$ cat src/rtl/bmp_pkg.sv
// shared constants and types for the binomial coefficient modulo prime core
package bmp_pkg;

  // field widths
  localparam int COEF_W = 30;
  localparam int ARG_W  = 12;

  // modulus, inverse exponent p-2 and reduction constant floor(2^60 / p)
  localparam logic [29:0] PRIME      = 30'd1000000007;
  localparam logic [29:0] INV_EXP    = 30'd1000000005;
  localparam logic [30:0] BARRETT_MU = 31'd1152921496;

  // pipeline depth of one modular multiplier
  localparam int MUL_LATENCY = 4;

  // table build sequencer
  typedef enum logic [1:0] {
    BUILD_FACT,
    BUILD_POW,
    BUILD_INV,
    BUILD_RUN
  } build_state_t;

endpackage

$ cat src/rtl/bmp_modmul.sv
// pipelined 30-bit modular multiplier with barrett reduction, four stages
module bmp_modmul
  import bmp_pkg::*;
(
  input  logic              clk,
  input  logic              rst,
  input  logic              en,
  input  logic              vin,
  input  logic [COEF_W-1:0] a,
  input  logic [COEF_W-1:0] b,
  output logic              vout,
  output logic [COEF_W-1:0] res
);

  logic [MUL_LATENCY-1:0] v;
  logic [59:0] prod1;
  logic [61:0] quot2;
  logic [31:0] low2;
  logic [31:0] qp3;
  logic [31:0] low3;
  logic [31:0] rem4;
  logic [31:0] rem4b;
  logic [31:0] rem4c;

  // valid bits travel with the data
  always_ff @(posedge clk) begin
    if (rst) begin
      v <= '0;
    end else if (en) begin
      v <= {v[MUL_LATENCY-2:0], vin};
    end
  end

  // final correction: remainder is below three times the modulus
  always_comb begin
    rem4  = low3 - qp3;
    rem4b = (rem4 >= 32'(PRIME)) ? rem4 - 32'(PRIME) : rem4;
    rem4c = (rem4b >= 32'(PRIME)) ? rem4b - 32'(PRIME) : rem4b;
  end

  // product, quotient estimate, quotient times modulus, correction
  always_ff @(posedge clk) begin
    if (en) begin
      prod1 <= 60'(a) * 60'(b);
      quot2 <= 62'(prod1[59:29]) * 62'(BARRETT_MU);
      low2  <= prod1[31:0];
      qp3   <= 32'(quot2[61:31]) * 32'(PRIME);
      low3  <= low2;
      res   <= rem4c[COEF_W-1:0];
    end
  end

  assign vout = v[MUL_LATENCY-1];

endmodule

$ cat config.mk
export PLATFORM = sky130hd
export DESIGN_NAME = bmp_modmul
export DESIGN_NICKNAME = d
export VERILOG_FILES = /design/src/rtl/bmp_pkg.sv /design/src/rtl/bmp_modmul.sv
export SDC_FILE = /design/constraint.sdc
export NUM_CORES = 2
export LEC_CHECK = 0
export ABC_AREA = 1
export BUFFER_PORTS_ARGS = -buffer_cell sky130_fd_sc_hd__buf_2
export CORE_MARGIN = 1
export CORE_UTILIZATION = 45
export CTS_CLUSTER_SIZE = 28
export DETAILED_ROUTE_END_ITERATION = 10
export PLACE_DENSITY_LB_ADDON = 0.08
export SLEW_MARGIN = 25
export SYNTH_ARGS = -nofsm -noshare
export SYNTH_HDL_FRONTEND = slang
export SYNTH_SLANG_ARGS = --single-unit
$ cat constraint.sdc
create_clock -name clk -period 8.4 [get_ports clk]
set_input_delay 0.84 -clock clk [delete_from_list [all_inputs] [get_ports clk]]
set_output_delay 0.84 -clock clk [all_outputs]
set_load 0.02 [all_outputs]
; ---- Word-level counts from Yosys, hierarchy flattened
; Cells that the tools add are included.
[totals]
regBits = 249
latch_bits = 0
ram_bits = 0
romBits = 0
in_bits = 64
word_cells = 17
n_memories = 0
[op_classes]
addsub = 3
mul = 3
n_div = 0
magnitude_cmp = 2
n_eq_ne = 0
shifts = 0
n_mux = 2
bitwise = 0
reduce_logical = 0
[ops]
columns = cell, count
row1 = >= comparator 32 x 30 -> 1 bit (second input constant), 2
row2 = multiplier 30 x 30 -> 60 bit, 1
row3 = multiplier 31 x 28 -> 59 bit (second input constant), 1
row4 = multiplier 31 x 30 -> 32 bit (second input constant), 1
row5 = two-way mux 32 bit, 1
row6 = subtractor 32 x 30 -> 32 bit (second input constant), 1
row7 = subtractor 32 bit, 1
row8 = two-way mux 30 bit, 1
row9 = subtractor 30 bit (second input constant), 1

; ---- Logic depth before layout (Yosys ltp)
[logic_depth]
depth_word = 5
depth_mapped = 36

; ---- Least setup slack after synthesis
; No wires, ideal clock.
[synth_timing]
path_kind = input-to-reg
startpoint = in b[4]
endpoint = reg prod1[50], data pin
setup_ns = 0.262
arrival_ns = 7.319
t_required_ns = 8.138
slack_ns = 0.818
cell_stages = 28
path_buffers = 1
path_cell_list = clkbuf_1 > nand2_1 > inv_1 > fa_1 > fa_1 > fa_1 > inv_1 > fa_1 > inv_1 > fa_1 > inv_1 > fa_1 > inv_1 > fa_1 > inv_1 > fa_1 > inv_1 > ha_1 > nand2_1 > nor2_1 > a21oi_1 > o21ai_0 > a21oi_1 > o21ai_0 > a21boi_0 > o21ai_0 > a21oi_1 > xor2_1
[synth_via]
elab_chain_len = 1
[synth_rtl]
columns = element, line
row1 = start: declaration, bmp_modmul.sv:10  ; input logic [COEF_W-1:0] b,
row2 = multiplier 30 x 30 -> 60 bit, bmp_modmul.sv:44  ; prod1 <= 60'(a) * 60'(b);
row3 = end signal: assignment, bmp_modmul.sv:44
row4 = end: declaration, bmp_modmul.sv:16  ; logic [59:0] prod1;
; Every way passes these cells.
; A chain may end at the register's enable or synchronous reset.

; ---- Worst setup path in the final report
[layout_timing]
startpoint = in b[3]
endpoint = reg prod1[56], data pin
; The elaborated chain is that of the path after synthesis.

==> flow_summary.json <==
{
  "status": "complete, no violations",
  "start_util_pct": 45.36,
  "fin_crit_sh_pct": 94.39,
  "ys_seq_area_share_pct": 10.42,
  "post-route-drc-count": 0,
  "grt_util_met3_pct": 1.864,
  "setup_viol": 0,
  "clock_path_buffers": 3,
  "grt_busiest_layer": "met2",
  "place_ws_ns": -0.3770,
  "setup_ws_ns": 0.4716,
  "drt-initial-drc-count": 2684,
  "syn_area_mm2": 0.06329,
  "grt_pass1_vias": 49730,
  "portBuffers": 94,
  "grt-ovfl-total": 0,
  "skew_ns": 0.02718,
  "core_area_mm2": 0.1395,
  "crit_buf_inv": 9,
  "maxCapViolCount": 0,
  "routabilityCongestion": 0.8906,
  "grt_pass1_wl_um": 279300,
  "synthCells": 7547,
  "slew_headroom_pct": 32.76,
  "synth.avg_cell_area_um2": 8.386,
  "die_y_um": 377.0,
  "grt_max_degree": 172,
  "hold_class": "flop to flop",
  "tightest_slew_ns": 1.009,
  "crit_family": "adder cells",
  "period_minus_slack_ns": 7.928,
  "required_ns": 8.80,
  "cp-start-kind": "input pin",
  "worst_path_max_delay_cell": "fa_1",
  "endpoint_kind": "flop",
  "critical_path_class": "input pin to flop",
  "chipWidth_um": 377.0,
  "numCtsBuffers": 26,
  "design_area_mm2": 0.06721,
  "synth_nets": 9630,
  "cts_setup_buffers": 0,
  "ys_ff_latch": 221,
  "grt_util_met2_pct": 42.43,
  "clock_sinks": 221,
  "rsz0062_at_grt": "false",
  "rows": 137,
  "dp_hpwl_um": 151100,
  "timing.critical_path.slowest_cell_delay_ns": 0.56,
  "path_max_fanout": 16,
  "cp_common_cell": "fa_1",
  "final_cell_mix": "2303 x inv_1, 1704 x nand2_1, 1224 x fa_1, 795 x ha_1, 241 x nor2_1",
  "diodes": 0,
  "synth_cell_type_count": 47,
  "ant_nets": 0,
  "placed_area_mm2": 0.06635,
  "hold_viol_final": 0,
  "nets": 9680,
  "fin_util_pct": 48.17,
  "io_pins": 95,
  "slew_viol_final": 0,
  "die-area_mm2": 0.1422,
  "vias_per_cell": 4.901,
  "cts_tree": "built",
  "crit_arrival_ns": 8.32,
  "vias": 46520,
  "grt_usage_pct": 25.38,
  "drtPass1Iterations": 6,
  "max_freq_ghz": 0.1261,
  "routedWlPerCell_um": 18.34,
  "root_buffer": "clkbuf_16",
  "antenna_found_initial": 5,
  "clk_latency_ns": 0.58,
  "final_common_cell": "inv_1",
  "clkTransAtPathRegs_ns": 0.06,
  "use_met1_pct": 36.36,
  "drive_gt1_share_pct": 4.386,
  "yosysWarnings": 0,
  "cts_max_level": 1,
  "syn_to_final_growth_pct": 6.184,
  "finalWirelength_um": 174100
}
-- layout make-up --
cell class	instances	area [um2]
clock inverter	15	178.9
tap	1876	2347
timing repair buffer	217	1511
clock buffer	32	673.1
inverter	2315	8690
sequential	221	6596
fill	13900	72330
multi-input combinational	4816	47210
-- cells by family (layout without fill, tap and decap cells) --
kind of cell	after synthesis	after routing	synth area share [%]
buf+inv	2510	2579	14.99
simple gates	2209	2209	13.98
fa+ha+maj	2019	2019	54.43
compound gates	412	412	3.732
flops	221	221	10.42
xor+xnor	176	176	2.447
-- worst paths after layout --
| check | endpoint | cells past startpoint | start | slack (ns) |
|---|---|---|---|---|
| setup / recovery | prod1[56] | 31 | b[3] | 0.47 |
| hold / removal | low3[11] | 0 | low2[11] | 0.41 |
| setup reg to reg | quot2[58] | 22 | prod1[50] | 0.94 |
| hold reg to reg | low3[11] | 0 | low2[11] | 0.41 |
-- registers in the layout (all words and copies together) (netlist names) --
signal	cells
quot2	31
low3	32
v	4
low2	32
prod1	60
res	30
qp3	32
-- routing by layer --
| layer | wire length, um | up-vias |
|---|---|---|
| met3 | 7333 | 172 |
| met4 | 3190 | 10 |
| met1 | 82230 | 23260 |
| li1 | - | 22140 |
| met5 | 53 | - |
| met2 | 81260 | 943 |
-- cells in the mapped netlist (all sizes together) --
master   number  area share (%)
o211ai       13            0.15
clkinv        2           0.012
nor3         18            0.16
xor2        110             1.5
nor2        258             1.6
nand2      1736              10
ha          795              16
o21a         13            0.15
edfxtp      217              10
o221ai        6           0.083
nand3b        3           0.036
inv        2313              14
a21oi       198             1.6
o31ai         1           0.012
o21bai       17            0.20
xnor2        66            0.91
and2          6           0.059
nand4        51            0.50
a31oi        34            0.34
a221oi        7           0.097
fa         1224              39
buf          15            0.19
nor4          8           0.079
dfxtp         4            0.13
o21ai       101            0.83
o2111ai       2           0.028
a211oi        2           0.024
and3          2           0.020
clkbuf      180             1.1
nand3       127             1.1
a21boi       11            0.15
a21o          7           0.083
-- per-stage QoR --
stage / hold WS [ns] / instances / setup TNS, ns
after floorplan: 0.4003 / 7547 / 0
after global placement: 0.4014 / 9444 / -0.7225
after global routing: 0.4128 / 9492 / 0
final: 0.4149 / 9492 / 0
after detailed placement: 0.4045 / 9445 / -1.666
after CTS: 0.4018 / 9492 / 0
-- what timing repair did --
action | CTS | global route
gates resized for setup | 0 | 2
hold buffers | 0 | 0
setup endpoints to repair | 0 | 5
Power is not shown: default switching activity piles up to over one toggle a cycle in this logic, so the estimate is an artifact.
